### src/rtl/pss_pkg.sv
// pss_pkg: types, codes and character-class helpers for the printf specifier scanner
// used by rtl/printf_spec_scanner.sv; no dependencies
package pss_pkg;

    // one transaction on the input channel: one byte of the format string
    typedef struct packed {
        logic [7:0] ch;
        logic       final_byte;
    } t_in;

    // one transaction on the output channel: a token or an end-of-string report
    typedef struct packed {
        logic [1:0] kind;
        logic [7:0] conv_char;
        logic [7:0] mod_first;
        logic [7:0] mod_second;
        logic       mod_overflow;
        logic       run_end;
    } t_out;

    localparam logic [1:0] KIND_SPEC    = 2'd0;
    localparam logic [1:0] KIND_END_OK  = 2'd1;
    localparam logic [1:0] KIND_END_BAD = 2'd2;

    localparam logic [7:0] CH_PCT  = 8'h25;  // '%'
    localparam logic [7:0] CH_STAR = 8'h2A;  // '*'
    localparam logic [7:0] CH_DOT  = 8'h2E;  // '.'
    localparam logic [7:0] CH_D    = 8'h64;  // 'd'
    localparam logic [7:0] CH_NUL  = 8'h00;

    typedef enum logic [3:0] {
        PH_TEXT   = 4'd0,
        PH_PCT    = 4'd1,
        PH_FLAGS  = 4'd2,
        PH_WIDTH  = 4'd3,
        PH_WSTAR  = 4'd4,
        PH_DOT    = 4'd5,
        PH_PREC   = 4'd6,
        PH_LEN    = 4'd7,
        PH_AFTERW = 4'd8
    } t_phase;

    function automatic logic is_flag(input logic [7:0] c);
        logic r;
        case (c) inside
            "-", "+", " ", "#", "0": r = 1'b1;
            default:                 r = 1'b0;
        endcase
        return r;
    endfunction

    function automatic logic is_digit(input logic [7:0] c);
        return (c >= "0") && (c <= "9");
    endfunction

    function automatic logic is_len(input logic [7:0] c);
        logic r;
        case (c) inside
            "h", "l", "j", "z", "t", "L": r = 1'b1;
            default:                      r = 1'b0;
        endcase
        return r;
    endfunction

    function automatic logic is_conv(input logic [7:0] c);
        logic r;
        case (c) inside
            "d", "i", "o", "u", "x", "X", "e", "E", "f", "F",
            "g", "G", "a", "A", "c", "s", "p": r = 1'b1;
            default:                          r = 1'b0;
        endcase
        return r;
    endfunction

endpackage

### src/rtl/printf_spec_scanner.sv
// printf_spec_scanner: scans printf conversion specifiers one byte per transaction
// depends on rtl/pss_pkg.sv
//
//  channel | direction | payload       | handshake
//  in      | input     | pss_pkg::t_in  | i_in_valid / o_in_stall
//  out     | output    | pss_pkg::t_out | o_out_valid / i_out_stall
//
// each byte is decoded in the cycle it is accepted and its 0..2 results are
// written into a 4-entry result queue; the queue head drives the output port
// one byte per cycle while each byte yields at most one result and i_out_stall
// is low; a byte that yields two results also needs a second output transfer
// input stalls while fewer than two queue entries are free
// reset (synchronous, i_rst_n low) empties the queue and returns the scanner
// to plain text with no held modifiers and no error

module printf_spec_scanner #(
    parameter int MAX_MOD_CHARS = 2
) (
    input  logic           i_clk,
    input  logic           i_rst_n,
    input  logic           i_in_valid,
    output logic           o_in_stall,
    input  pss_pkg::t_in   i_in_data,
    output logic           o_out_valid,
    input  logic           i_out_stall,
    output pss_pkg::t_out  o_out_data
);

    localparam int CW = $clog2(MAX_MOD_CHARS + 2);
    localparam logic [CW-1:0] MOD_LIM = CW'(MAX_MOD_CHARS);
    localparam int QD = 4;
    localparam int QW = $clog2(QD);

    // scanner state
    pss_pkg::t_phase r_phase, n_phase;
    logic [7:0]      r_mod1, n_mod1;
    logic [7:0]      r_mod2, n_mod2;
    logic [CW-1:0]   r_mod_cnt, n_mod_cnt;
    logic            r_err, n_err;

    // result queue
    pss_pkg::t_out   r_q [QD];
    logic [QW-1:0]   r_wr_ptr, r_rd_ptr;
    logic [QW:0]     r_count, n_count;

    logic            in_acc, out_acc;
    logic            tok_valid;
    pss_pkg::t_out   tok, end_res, res0, res1;
    logic [1:0]      push_n;

    assign in_acc      = i_in_valid && !o_in_stall;
    assign o_in_stall  = r_count > (QW+1)'(QD - 2);
    assign o_out_valid = r_count != '0;
    assign out_acc     = o_out_valid && !i_out_stall;
    assign o_out_data  = r_q[r_rd_ptr];

    // single-pass decode of one byte against the current phase
    always_comb begin
        pss_pkg::t_phase cur;
        logic            done;
        logic [7:0]      c;
        c         = i_in_data.ch;
        cur       = r_phase;
        done      = 1'b0;
        n_phase   = r_phase;
        n_mod1    = r_mod1;
        n_mod2    = r_mod2;
        n_mod_cnt = r_mod_cnt;
        n_err     = r_err;
        tok_valid = 1'b0;
        tok       = '{kind: pss_pkg::KIND_SPEC, conv_char: pss_pkg::CH_D,
                      mod_first: pss_pkg::CH_NUL, mod_second: pss_pkg::CH_NUL,
                      mod_overflow: 1'b0, run_end: 1'b0};

        if (!r_err) begin
            if (cur == pss_pkg::PH_PCT) begin
                if (c == pss_pkg::CH_PCT) begin
                    n_phase = pss_pkg::PH_TEXT;
                    done    = 1'b1;
                end else begin
                    cur = pss_pkg::PH_FLAGS;
                end
            end
            if (!done && cur == pss_pkg::PH_FLAGS) begin
                if (pss_pkg::is_flag(c)) begin
                    n_phase = pss_pkg::PH_FLAGS;
                    done    = 1'b1;
                end else if (c == pss_pkg::CH_STAR) begin
                    tok_valid = 1'b1;
                    n_phase   = pss_pkg::PH_WSTAR;
                    done      = 1'b1;
                end else if (pss_pkg::is_digit(c)) begin
                    n_phase = pss_pkg::PH_WIDTH;
                    done    = 1'b1;
                end else begin
                    cur = pss_pkg::PH_AFTERW;
                end
            end
            if (!done && cur == pss_pkg::PH_WIDTH) begin
                if (pss_pkg::is_digit(c)) begin
                    done = 1'b1;
                end else begin
                    cur = pss_pkg::PH_AFTERW;
                end
            end
            if (!done && cur == pss_pkg::PH_WSTAR) begin
                cur = pss_pkg::PH_AFTERW;
            end
            if (!done && cur == pss_pkg::PH_AFTERW) begin
                if (c == pss_pkg::CH_DOT) begin
                    n_phase = pss_pkg::PH_DOT;
                    done    = 1'b1;
                end else begin
                    cur = pss_pkg::PH_LEN;
                end
            end
            if (!done && cur == pss_pkg::PH_DOT) begin
                if (c == pss_pkg::CH_STAR) begin
                    tok_valid = 1'b1;
                    n_phase   = pss_pkg::PH_LEN;
                    done      = 1'b1;
                end else if (pss_pkg::is_digit(c)) begin
                    n_phase = pss_pkg::PH_PREC;
                    done    = 1'b1;
                end else begin
                    cur = pss_pkg::PH_LEN;
                end
            end
            if (!done && cur == pss_pkg::PH_PREC) begin
                if (pss_pkg::is_digit(c)) begin
                    done = 1'b1;
                end else begin
                    cur = pss_pkg::PH_LEN;
                end
            end
            if (!done && cur == pss_pkg::PH_LEN) begin
                done = 1'b1;
                if (pss_pkg::is_len(c)) begin
                    if (r_mod_cnt == CW'(0)) begin
                        n_mod1 = c;
                    end else if (r_mod_cnt == CW'(1)) begin
                        n_mod2 = c;
                    end
                    if (r_mod_cnt <= MOD_LIM) begin
                        n_mod_cnt = r_mod_cnt + CW'(1);
                    end
                    n_phase = pss_pkg::PH_LEN;
                end else if (pss_pkg::is_conv(c)) begin
                    tok_valid        = 1'b1;
                    tok.conv_char    = c;
                    tok.mod_first    = r_mod1;
                    tok.mod_second   = r_mod2;
                    tok.mod_overflow = r_mod_cnt > MOD_LIM;
                    n_mod1           = '0;
                    n_mod2           = '0;
                    n_mod_cnt        = '0;
                    n_phase          = pss_pkg::PH_TEXT;
                end else begin
                    n_err = 1'b1;
                end
            end
            // plain text and any unused phase code
            if (!done) begin
                n_phase = (c == pss_pkg::CH_PCT) ? pss_pkg::PH_PCT : pss_pkg::PH_TEXT;
            end
        end

        end_res = '{kind: (!n_err && n_phase == pss_pkg::PH_TEXT) ?
                          pss_pkg::KIND_END_OK : pss_pkg::KIND_END_BAD,
                    conv_char: pss_pkg::CH_NUL, mod_first: pss_pkg::CH_NUL,
                    mod_second: pss_pkg::CH_NUL, mod_overflow: 1'b0, run_end: 1'b1};

        // end of string puts every piece of scanner state back to its reset value
        if (i_in_data.final_byte) begin
            n_phase   = pss_pkg::PH_TEXT;
            n_mod1    = '0;
            n_mod2    = '0;
            n_mod_cnt = '0;
            n_err     = 1'b0;
        end

        tok.run_end = !i_in_data.final_byte;
        res0        = tok_valid ? tok : end_res;
        res1        = end_res;
        push_n      = in_acc ? (2'(tok_valid) + 2'(i_in_data.final_byte)) : 2'd0;
        n_count     = r_count + (QW+1)'(push_n) - (QW+1)'(out_acc);
    end

    always_ff @(posedge i_clk) begin
        if (!i_rst_n) begin
            r_phase   <= pss_pkg::PH_TEXT;
            r_mod1    <= '0;
            r_mod2    <= '0;
            r_mod_cnt <= '0;
            r_err     <= 1'b0;
            r_wr_ptr  <= '0;
            r_rd_ptr  <= '0;
            r_count   <= '0;
        end else begin
            if (in_acc) begin
                r_phase   <= n_phase;
                r_mod1    <= n_mod1;
                r_mod2    <= n_mod2;
                r_mod_cnt <= n_mod_cnt;
                r_err     <= n_err;
            end
            r_wr_ptr <= r_wr_ptr + QW'(push_n);
            if (out_acc) begin
                r_rd_ptr <= r_rd_ptr + QW'(1);
            end
            r_count <= n_count;
        end
    end

    // queue payload, written only into free entries so the head holds while stalled
    always_ff @(posedge i_clk) begin
        if (push_n != 2'd0) begin
            r_q[r_wr_ptr] <= res0;
        end
        if (push_n == 2'd2) begin
            r_q[r_wr_ptr + QW'(1)] <= res1;
        end
    end

    a_queue_bound: assert property (@(posedge i_clk) disable iff (!i_rst_n)
        r_count <= (QW+1)'(QD))
        else $error("result queue over capacity");

    a_end_clears: assert property (@(posedge i_clk) disable iff (!i_rst_n)
        in_acc && i_in_data.final_byte |=>
            r_phase == pss_pkg::PH_TEXT && !r_err && r_mod_cnt == '0)
        else $error("scanner state not cleared after end of string");

    a_mod_sat: assert property (@(posedge i_clk) disable iff (!i_rst_n)
        r_mod_cnt <= MOD_LIM + CW'(1))
        else $error("modifier count past saturation");

    a_end_last: assert property (@(posedge i_clk) disable iff (!i_rst_n)
        o_out_valid && o_out_data.kind != pss_pkg::KIND_SPEC |-> o_out_data.run_end)
        else $error("end report not marked as last result");

endmodule

### config.mk
export PLATFORM = sky130hd
export DESIGN_NAME = printf_spec_scanner
export DESIGN_NICKNAME = d
export VERILOG_FILES = /design/src/rtl/pss_pkg.sv /design/src/rtl/printf_spec_scanner.sv
export SDC_FILE = /design/constraint.sdc
export NUM_CORES = 1
export LEC_CHECK = 0
export ABC_AREA = 1
export BUFFER_PORTS_ARGS = -buffer_cell sky130_fd_sc_hd__buf_2
export CORE_MARGIN = 5
export CORE_UTILIZATION = 34
export DETAILED_ROUTE_END_ITERATION = 7
export PLACE_DENSITY = 0.49
export SLEW_MARGIN = 20
export SYNTH_ARGS = -nofsm -noshare
export SYNTH_HDL_FRONTEND = slang
export SYNTH_SLANG_ARGS = --single-unit
### constraint.sdc
create_clock -name i_clk -period 3.75 [get_ports i_clk]
set_input_delay 0.375 -clock i_clk [delete_from_list [all_inputs] [get_ports i_clk]]
set_output_delay 0.375 -clock i_clk [all_outputs]
set_load 0.02 [all_outputs]
* Word-level counts from Yosys, hierarchy flattened
Memories as Yosys holds them, arrays and structs flattened. A register that Yosys moved wholly into a read port is not among the register bits.
Cells that the tools add are included.
** Cells by class
- Add/subtract/negate cells :: 7
- Order comparisons :: 5
- Reductions and logical operators :: 33
- Muxes and demuxes :: 120
- Equality and inequality tests :: 46
** Operators by type and width (number)
- $eq A8 B7 Y1 const B :: 23
- $mux W4 :: 41
- $mux W25 :: 4
- $mux W8 :: 12
- $eq A8 B6 Y1 const B :: 8
- $mux W1 :: 52
- $mux W28 :: 1
- $mux W2 :: 10
- $reduce_or A17 Y1 :: 1
- $eq A4 B3 Y1 const B :: 4
- $logic_and A1 B1 Y1 :: 11
- $logic_not A1 Y1 :: 10
- $reduce_and A5 Y1 :: 2
- $ne A3 B2 Y1 const B :: 3
- $eq A4 B2 Y1 const B :: 2
- $ge A8 B6 Y1 const B :: 1
- $le A8 B6 Y1 const B :: 1
- $add A2 B1 Y2 const B :: 3
- $reduce_and A6 Y1 :: 1
- $reduce_bool A3 Y1 :: 2
- $reduce_or A6 Y1 :: 1
- $reduce_or A5 Y1 :: 1
- $eq A4 B1 Y1 const B :: 1
- $eq A4 B4 Y1 const B :: 1
- other kinds (14) :: 15
** Storage, ports and cells
- RAM bits :: 112
- Memories kept :: 1
- Register bits :: 30
- Word-level logic and storage cells :: 220
** Memory list
- r_q :: words 4, width 28, rd ports 1, clocked after Yosys merged registers in 1, wr ports 2, RTL line printf_spec_scanner.sv:42 : pss_pkg::t_out r_q [QD];

* Longest topological paths before layout
Gate-level depths: netlist of the first run.
- Depth after elaboration :: 47
- Depth in mapped cells :: 31
- Gate-level depth less buffers :: 29

* Least setup slack after synthesis of the first run
OpenSTA, ideal clock, no wires.
- Path type :: in2reg
- Start point :: input i_in_data[3] (netlist bit)
- End point :: register r_count[2]
- Stages :: 26
- Slack :: -102 ps
- Data arrival time :: 3724 ps
- Library setup time :: 128 ps
- Cells stage by stage :: buf_2 nand2_1 nor2_2 nand2_1 a21oi_2 inv_1 o211ai_2 nand3_2 nand4_2 nand2_4 nand3_2 nand3_1 nand2_1 inv_2 ha_1 inv_1 nor2_1 inv_1 ha_1 inv_1 ha_1 inv_1 fa_1 xor2_1 inv_1 nor2_1
** Between the ends
- Longest elaborated chain between the ends :: 37
- Elaborated cells between the ends (all ways) :: 124
- Classes of those cells :: add/sub: 3; order compare: 2; eq/ne: 38; mux: 64; reduce/logical: 17
** Ends and longest elaborated chain
- from (decl) :: RTL line printf_spec_scanner.sv:23 : input pss_pkg::t_in i_in_data,
- $eq A8 B6 Y1 :: RTL line printf_spec_scanner.sv:77 : if (c == pss_pkg::CH_PCT) begin
- $mux W4 or $mux W1 (tied branches) :: RTL line printf_spec_scanner.sv:77
- $mux W4 or $mux W1 (tied branches) :: RTL line printf_spec_scanner.sv:76 : if (cur == pss_pkg::PH_PCT) begin
- $mux W4 or $mux W1 (tied branches) :: RTL line printf_spec_scanner.sv:75 : if (!r_err) begin
- $mux W4 or $mux W1 (tied branches) :: RTL line printf_spec_scanner.sv:92 : end else if (pss_pkg::is_digit(c)) begin
- $mux W4 or $mux W1 (tied branches) :: RTL line printf_spec_scanner.sv:88 : end else if (c == pss_pkg::CH_STAR) begin
- $mux W4 or $mux W1 (tied branches) :: RTL line printf_spec_scanner.sv:85 : if (pss_pkg::is_flag(c)) begin
- $mux W4 or $mux W1 (tied branches) :: RTL line printf_spec_scanner.sv:84 : if (!done && cur == pss_pkg::PH_FLAGS) begin
- [... 21 more ...]
- $eq A4 B3 Y1 or $logic_not A1 Y1 (tied branches) :: RTL line printf_spec_scanner.sv:136 : if (!done && cur == pss_pkg::PH_LEN) begin
- $logic_and A1 B1 Y1 :: RTL line printf_spec_scanner.sv:136
- $mux W1 * :: RTL line printf_spec_scanner.sv:136
- $mux W1 * :: RTL line printf_spec_scanner.sv:75
- $add A1 B1 Y2 * :: RTL line printf_spec_scanner.sv:185 : push_n = in_acc ? (2'(tok_valid) + 2'(i_in_data.final_byte)) : 2'd0;
- $mux W2 * :: RTL line printf_spec_scanner.sv:185
- $add A3 B2 Y3 * :: RTL line printf_spec_scanner.sv:186 : n_count = r_count + (QW+1)'(push_n) - (QW+1)'(out_acc);
- $sub A3 B1 Y3 * :: RTL line printf_spec_scanner.sv:186
- to (signal assigned) :: RTL line printf_spec_scanner.sv:211 : r_count <= n_count;
- to (decl) :: RTL line printf_spec_scanner.sv:44 : logic [QW:0] r_count, n_count;
Every way passes the cells marked *; elsewhere a longest branch is shown, timed or not. The select of a mux whose other input is x is not followed.
A chain may end at the register's enable or synchronous reset.

* Worst setup path after layout of the first run
- Start point :: register r_phase[3]
- End point :: register r_count[2]
** Between the ends
- Longest elaborated chain between the ends :: 36
- Elaborated cells between the ends (all ways) :: 75
- Classes of those cells :: add/sub: 3; eq/ne: 8; mux: 51; reduce/logical: 13
** Ends and longest elaborated chain
- from (decl) :: RTL line printf_spec_scanner.sv:35 : pss_pkg::t_phase r_phase, n_phase;
- from (signal assigned) :: RTL line printf_spec_scanner.sv:191 : r_phase <= pss_pkg::PH_TEXT;
- from (signal assigned) :: RTL line printf_spec_scanner.sv:201 : r_phase <= n_phase;
- $eq A4 B1 Y1 or $mux W4 (tied branches) :: RTL line printf_spec_scanner.sv:76, printf_spec_scanner.sv:77
- $mux W4 or $mux W1 (tied branches) :: RTL line printf_spec_scanner.sv:76
- $mux W4 or $mux W1 (tied branches) :: RTL line printf_spec_scanner.sv:75
- $mux W4 or $mux W1 (tied branches) :: RTL line printf_spec_scanner.sv:92
- $mux W4 or $mux W1 (tied branches) :: RTL line printf_spec_scanner.sv:88
- $mux W4 or $mux W1 (tied branches) :: RTL line printf_spec_scanner.sv:85
- $mux W4 or $mux W1 (tied branches) :: RTL line printf_spec_scanner.sv:84
- $mux W4 or $mux W1 (tied branches) :: RTL line printf_spec_scanner.sv:75
- [... 20 more ...]
- $eq A4 B3 Y1 or $logic_not A1 Y1 (tied branches) :: RTL line printf_spec_scanner.sv:136
- $logic_and A1 B1 Y1 :: RTL line printf_spec_scanner.sv:136
- $mux W1 * :: RTL line printf_spec_scanner.sv:136
- $mux W1 * :: RTL line printf_spec_scanner.sv:75
- $add A1 B1 Y2 * :: RTL line printf_spec_scanner.sv:185
- $mux W2 * :: RTL line printf_spec_scanner.sv:185
- $add A3 B2 Y3 * :: RTL line printf_spec_scanner.sv:186
- $sub A3 B1 Y3 * :: RTL line printf_spec_scanner.sv:186
Marked as above.

==> summary.md, run 1 <==
| Metric | Value |
|---|---|
| Mapped Avg Cell Area | 7.21 um^2 |
| Psw | 0.00138 W |
| Setup crit end kind | flop |
| CTS sink cnt | 144 |
| Hpwl dp | 13200 um |
| Final GP Congestion | 0.866 |
| TritonCTS clock tree | done |
| Clock share of power | 0.392 |
| Worst hold start | i_out_stall |
| Synth async-reset ratio | 0 |
| CP Launch Type | flop |
| Fmax | 0.282 GHz |
| Post-synthesis sequential area ratio | 0.451 |
| Cell area after synthesis | 6570 um^2 |
| Total GRT Usage | 0.180 |
| Area Growth Syn to Fin | 26.7% |
| Rel. slew slack | 0.345 |
| Total CTS buffers | 17 |
| Crit Path Category | reg -> reg |
| Gr ovfl total | 0 |
| Netlist cell types | 44 |
| Die area | 22200 um^2 |
| Die width | 149 um |
| DP Worst Slack | -112 ps |
| Global-route wire length before repair | 31200 um |
| Post-route ant nets | 0 |
| Worst hold path depth | 3 |
| Worst endpoint data arrival time | 3840 ps |
| 1st-pass router iterations | 5 |
| Ports | 43 |
| Vias in the first global route | 5905 |
| Share of cells above drive strength 1 | 0.200 |
| Syn Inst Count | 911 |
| Vias | 6316 |
| Fill cells | 1974 |
| Worst skew pair latency | 430 ps |
| Reg clk slew, reported paths | 60 ps |
| Logic gate share of total power | 0.229 |
| # hold bufs at CTS | 0 |
| Clk_skew | 10.3 ps |
| WP data required | 4050 ps |
| Cell internal pwr | 0.00294 W |
| Endpoint, Worst Hold | r_rd_ptr[0] |
| Worst slew pin tran | 981 ps |
| Port-buffer cells | 42 |
| DRT Wirelength | 19800 um |
| Deepest clock path buffer count | 2 |
| Core Footprint | 18800 um^2 |
| Slew Viols, Final | 0 |
| Switching Share | 0.320 |
| Prevailing post-synth register cell | dfxtp_1 |
| Root Buffer | clkbuf_16 |
| Max H-tree Level | 4 |
| Final Setup Violations | 0 |
| Capture point of the worst reg-to-reg path | r_count[2] |
| Leak | 3.37 nW |
| Final instance area | 8320 um^2 |
| Crit path time final | 3540 ps |
| Initial core utilization | 0.349 |
| Die Y | 149 um |
| Routed vias/inst | 4.96 |
| Remaining routing DRC violations | 0 |
| Post-DP Area | 7600 um^2 |
| Final hold slack | 272 ps |
| Period utilisation layout | 0.944 |
| HP Class | in -> reg |
| Worst IR Drop VDD | 0.187 mV |
| Initial DRC count | 430 |
| PD cells | 520 nW/um^2 |
| Final WS setup | 210 ps |
| Layout Nets | 1023 |
| Final design utilization | 0.442 |
| Largest net degree at the start of global routing | 57 |
| Initial antenna violation count | 0 |
| Reg2reg start | r_phase[3] |
| Num rows | 50 |
| R2R depth | 27 |
| Status | complete, no violations |
| Post-synthesis register bit count | 144 |
| Reg-to-reg slack, setup | 210 ps |
| Post-synth EDFFs | 8 |
| Max Cap Violations | 0 |
| Syn_nets | 933 |
| Flop pwr share | 0.379 |
| Drt wl/cell | 15.5 um |
| Setup_tns | 0 ps |
| Hold Vio Cnt, Final | 0 |
| Critical Path Fanout Max | 4 |
| Antenna cells | 0 |
| Ys Warns | 0 |
-- power by group through the flow --
stage | Sequential [W] | Combinational (W) | Clock (W)
CTS | 0.00164 | 0.000992 | 0.00173
global route | 0.00164 | 0.00108 | 0.00180
finish | 0.00164 | 0.000989 | 0.00170
floorplan | 0.00166 | 0.000643 | 0
detailed placement | 0.00167 | 0.000989 | 0
global placement | 0.00167 | 0.000996 | 0
-- repair_timing --
item	in CTS	in global routing
setup buffers	0	2
resized for setup	0	22
hold endpoints to repair	0	0
setup endpoints to repair	0	117
-- layout by cell type (no fill, tap or decap), types with 5 or more instances in the layout --
cell / n
buf_2: 42
a21oi_1: 26
o22ai_1: 28
nor2_1: 120
buf_4: 64
nand2_4: 5
edfxtp_1: 8
nand3_1: 37
nand2_2: 5
buf_12: 7
o21ai_1: 65
o21ai_0: 110
nand2_1: 177
nor2_2: 6
dfxtp_1: 135
nand4_1: 8
ha_1: 8
inv_2: 14
nor3_1: 8
inv_1: 62
clkbuf_16: 18
nand3_4: 6
-- final cells by class --
class,instances,area [um^2],area share
clock inverters,12,130,0.0156
repair buffers,113,831,0.0999
multi-input cells,648,3320,0.399
inverters,77,289,0.0348
clock buffers,20,458,0.0551
flip-flops and latches,144,2960,0.356
well taps,260,325,0.0391
-- state kept, by name, summed over array words and instances (netlist names), named ones only --
signal and count:
r_mod1 8, r_mod2 8, r_mod_cnt 2, r_err 1, r_count 3, r_rd_ptr 2, r_phase 4, r_wr_ptr 2
r_q 112
-- cells in the mapped netlist, types with 2 or more instances --
library cell	n	area, um^2
o221ai_1	2	17.5
o21ai_2	3	26.3
nand4_1	8	50.1
ha_1	8	100
nand4_2	2	25.0
xor2_1	2	17.5
o21ai_0	110	551
nor2_4	2	22.5
dfxtp_1	136	2720
inv_2	12	45.0
inv_1	64	240
nor3_1	12	60.1
nand3_2	5	50.1
a31oi_1	2	12.5
nand2_2	5	31.3
o22ai_1	28	175
nand3_1	41	205
a21oi_1	27	135
nor2_2	4	25.0
o21ai_1	66	330
clkbuf_1	38	143
nand2_1	180	676
nand2_4	2	22.5
nor2_1	124	465
buf_2	2	10.0
edfxtp_1	8	240
-- worst max-delay path by stage --
stage	startpoint	end	slack, ps	cells after the start
2_1_floorplan	i_in_data[3]	r_count[2]	0.3	30
3_3_place_gp	i_in_data[4]	r_count[2]	-30	27
3_5_place_dp	i_in_data[4]	r_count[2]	-110	27
4_1_cts	r_phase[2]	r_count[2]	30	28
5_1_grt	r_phase[3]	r_q[1][4]	-50	28
6_report	r_phase[3]	r_count[2]	210	27
-- per-layer routing --
layer	vias to the layer above	wire length, um	global-route usage
li1	3224	-	-
met1	2937	9520	0.244
met2	129	8950	0.283
met3	26	990	0.0468
met4	0	313	0.0499
met5	-	0	0
-- cell families after synthesis --
| logic type | Yosys count | synth area share |
|---|---|---|
| simple gates | 388 | 0.253 |
| compound gates | 248 | 0.205 |
| flops | 144 | 0.451 |
| buf+inv | 119 | 0.0690 |
| fa+ha+maj | 9 | 0.0183 |
| xor+xnor | 3 | 0.00400 |
-- critical path, stage by stage, from the launching register on --
cell	delay (ps)
dfxtp_1	320
nor2_2	140
inv_2	80
nor2_4	210
nand3_4	130
nand3_2	110
nor2_4	50
nand3_4	100
o211ai_4	110
nand4_2	120
buf_4	130
nand2_4	70
nand3_4	90
nand3_1	80
nand2_2	90
inv_2	40
ha_1	280
inv_1	50
nor2_2	80
inv_1	60
ha_1	260
inv_1	50
ha_1	130
inv_1	50
fa_2	330
xor2_1	160
inv_1	60
nor2_1	30
-- metrics by stage --
| step | cells | power, W |
|---|---|---|
| floorplan | 911 | 0.00230 |
| global route | 1274 | 0.00452 |
| CTS | 1272 | 0.00436 |
| detailed placement | 1240 | 0.00266 |
| finish | 1274 | 0.00433 |
| global placement | 1240 | 0.00267 |
Power figures use the tool's default switching activity.
==> run 2, diff against run 1 <==
--- a/config.mk
+++ b/config.mk
@@ -5,12 +5,12 @@
 export SDC_FILE = /design/constraint.sdc
 export NUM_CORES = 1
 export LEC_CHECK = 0
-export ABC_AREA = 1
+export ABC_AREA = 0
 export BUFFER_PORTS_ARGS = -buffer_cell sky130_fd_sc_hd__buf_2
 export CORE_MARGIN = 5
-export CORE_UTILIZATION = 34
+export CORE_UTILIZATION = 45
 export DETAILED_ROUTE_END_ITERATION = 7
-export PLACE_DENSITY = 0.49
+export PLACE_DENSITY = 0.62
 export SLEW_MARGIN = 20
 export SYNTH_ARGS = -nofsm -noshare
 export SYNTH_HDL_FRONTEND = slang
==> summary.md, run 2 <==
| Metric | Value |
|---|---|
| Crit path time final | 3480 ps (-63.4 ps) |
| Prevailing post-synth register cell | dfxtp_1 |
| DRT Wirelength | 16000 um (-19%) |
| Antenna cells | 0 (unchanged) |
| Layout Nets | 657 (-36%) |
| Most common cell after layout, fill and taps aside | dfxtp_1 |
| CP Cell Sequence | or2_2 -> nor3_2 -> a21oi_1 -> o31a_1 -> o31ai_4 -> a21o_1 -> inv_2 -> ha_1 -> nand2_1 -> ha_1 -> inv_1 -> ha_1 -> inv_1 -> fa_1 -> xor2_1 -> xnor2_1 -> and2_1 |
| CTS sink cnt | 144 (unchanged) |
| Hold Vio Cnt, Final | 0 (unchanged) |
| Worst hold start | i_in_data[6] |
| Ports | 43 (unchanged) |
| Total CTS buffers | 17 (unchanged) |
| Synth area leaders | dfxtp_1 (43%), a22o_1 (14%), mux4_2 (9.9%), edfxtp_1 (3.8%), nor2_1 (1.9%) |
| Syn_nets | 606 (-35%) |
| TritonCTS clock tree | done |
| Unrepaired setup endpoints after global routing | no |
| Max H-tree Level | 4 (unchanged) |
| Top Registers | r_q (112), r_mod1 (8), r_mod2 (8) |
| Crit. Startpoint | r_phase[2] |
| PD cells | 505 nW/um^2 (-2.9%) |
| Post-synthesis register bit count | 144 (unchanged) |
| Syn Inst Count | 584 (-36%) |
| Final Setup Violations | 0 (unchanged) |
| Final hold slack | 428 ps (+156 ps) |
| Critical path's slowest cell | dfxtp_1 |
| Synth async-reset ratio | 0 (unchanged) |
| Die width | 129 um (-14%) |
| Post-synthesis mux area share | 0.101 (+0.101) |
| Deepest clock path buffer count | 2 (unchanged) |
| Period utilisation layout | 0.927 (-0.0169) |
| Cell area after synthesis | 6350 um^2 (-3.3%) |
| Most frequent cells in the layout | dfxtp_1 (135), a22o_1 (101), buf_2 (42), nor2_1 (30), mux4_2 (28) |
| Final design utilization | 0.546 (+0.105) |
| Total power | 0.00383 W (-11%) |
| Netlist cell types | 70 (+59%) |
| Post-route ant nets | 0 (unchanged) |
| XOR/XNOR share of the synthesized area | 0.00966 (+0.00565) |
| Vias in the first global route | 4921 (-17%) |
| Routed vias/inst | 6.02 (+21%) |
| Status | complete, no violations |
| Leak | 3.01 nW (-11%) |
| Rel. slew slack | 0.393 (+0.0481) |
| Main combinational cell family by area after synthesis | compound AO/OA/AOI/OAI gates |
| Global-route wire length before repair | 25900 um (-17%) |
| Hpwl dp | 10600 um (-19%) |
| Post-synth EDFFs | 8 (unchanged) |
| Setup_tns | 0 ps (unchanged) |
| Port-buffer cells | 42 (unchanged) |
| Largest net degree at the start of global routing | 30 (-47%) |
| Reg2reg start | r_phase[2] |
| Post-synth top area share | 0.429 (+0.0141) |
| Mapped Avg Cell Area | 10.9 um^2 (+51%) |
| Share of cells above drive strength 1 | 0.241 (+0.0405) |
| Max reg flops | 112 (unchanged) |
| Ys Warns | 0 (unchanged) |
| Vias | 4986 (-21%) |
| Max Cap Violations | 0 (unchanged) |
| Synth Area in Simple Gates | 0.133 (-0.119) |
| Die Y | 129 um (-14%) |
| Fmax | 0.288 GHz (+1.8%) |
| Top cell type by total area after synthesis | dfxtp_1 |
| Crit Path Category | reg -> reg |
| Post-CTS Setup Inserts | 0 (unchanged) |
| Remaining routing DRC violations | 0 (unchanged) |
| Num rows | 43 (-14%) |
| Setup crit end kind | flop |
| WP data required | 4050 ps (about the same) |
| Post-synthesis sequential area ratio | 0.467 (+0.0154) |
| Root Buffer | clkbuf_16 |
| Synthesized-area fraction occupied by adder cells | 0.0189 (+0.000624) |
| CP Launch Type | flop |
| Most used cell, CP | ha_1 |
| Gr ovfl total | 0 (unchanged) |
| Worst slew pin tran | 904 ps (-77.1 ps) |
| Final GP Congestion | 0.855 (-1.2%) |
| 1st-pass router iterations | 4 (-1) |
| Reg clk slew, reported paths | 60 ps (about the same) |
| HP Class | in -> reg |
| Die area | 16600 um^2 (-25%) |
| # hold bufs at CTS | 0 (unchanged) |
| Most frequent cell after synthesis | dfxtp_1 |
| Drt wl/cell | 19.3 um (+24%) |
| Worst IR Drop VDD | 0.282 mV (+51%) |
| Clk_skew | 9.82 ps (-0.468 ps) |
| Synth Area in Compound Gates | 0.232 (+0.0273) |
| Worst endpoint data arrival time | 3780 ps (-60 ps) |
| Area Growth Syn to Fin | 19.5% |
| Initial core utilization | 0.457 (+0.109) |
| Biggest register | r_q |
| Worst skew pair latency | 410 ps (-20 ps) |
| Synth cell count leaders | dfxtp_1 (136), a22o_1 (101), nor2_1 (32) |
| Core Footprint | 13900 um^2 (-26%) |
| Initial antenna violation count | 0 (unchanged) |
| Total GRT Usage | 0.198 (+0.0185) |
| CP max stage delay | 370 ps (+40 ps) |
| Initial DRC count | 258 (-40%) |
| Slew Viols, Final | 0 (unchanged) |
| Critical Path Fanout Max | 7 (+3) |
-- run 2: changes by cell type in the layout (fill, tap and decap cells not counted), sizes merged, moves of 8 or more --
cell and delta:
o22ai -26, nand2b +14, nand4 -8, o21ai -164
inv -61, a22o +101, a21oi -13, nor2 -98
mux4 +28, nand2 -164, and2 +19, buf -38
nand3 -27
-- run 2: power by group --
part / switching (W) / total [W] / leakage, nW / internal, W
registers: 0.0000529 / 0.00164 / 1.17 / 0.00159
clock network: 0.000617 / 0.00166 / 0.285 / 0.00105
logic: 0.000296 / 0.000523 / 1.56 / 0.000227
-- run 2: layout make-up --
class                   count  area (um^2)
clock buffers              23          488
clock inverters             9          106
fillers                  1196         6300
inverters                  17         63.8
multi-input cells         380         3180
flip-flops and latches    144         2960
well taps                 180          225
repair buffers             75          558
-- run 2: kinds of logic (layout without fill, tap and decap cells) --
family / Yosys count / after routing
buf+inv: 60 / 124
flops: 144 / 144
mux: 29 / 29
simple gates: 153 / 153
xor+xnor: 7 / 7
fa+ha+maj: 9 / 9
compound gates: 182 / 182
-- run 2: critical path: cells and delay by family, from the launching register on --
family	cells	cell delay (ps)
AND/OR/NAND/NOR	4	750
adder cells (fa/ha/maj)	4	1060
buffers and inverters	3	150
flip-flops	1	370
XOR/XNOR	2	280
AO/OA/AOI/OAI	4	760
-- run 2: through the flow --
stage / setup WS (ps) / cells / cell area, um^2
after floorplan: 5.59 / 584 / 6350
after global placement: 84.6 / 796 / 6980
after detailed placement: 12.0 / 796 / 6980
after CTS: 250 / 828 / 7580
after global routing: 19.1 / 828 / 7580
final: 273 / 828 / 7580
-- run 2: per-layer routing --
layer	GRT usage	wire [um]	share of wire
met5	0	0	0
met4	0.0630	153	0.0096
met3	0.0407	627	0.039
met2	0.323	7620	0.48
met1	0.265	7560	0.47
-- run 2: timing repair --
item	4_1_cts	5_1_grt
endpoints found under the hold margin	0	0
gates resized for setup	0	1
setup endpoints to repair	0	1
-- run 2: path summary, 6_finish.rpt --
check | end | slack (ps) | cells after the start
setup / recovery | r_count[2] | 270 | 17
hold / removal | r_mod1[5] | 430 | 3
setup reg to reg | r_count[2] | 270 | 17
hold reg to reg | r_q[3][0] | 460 | 1
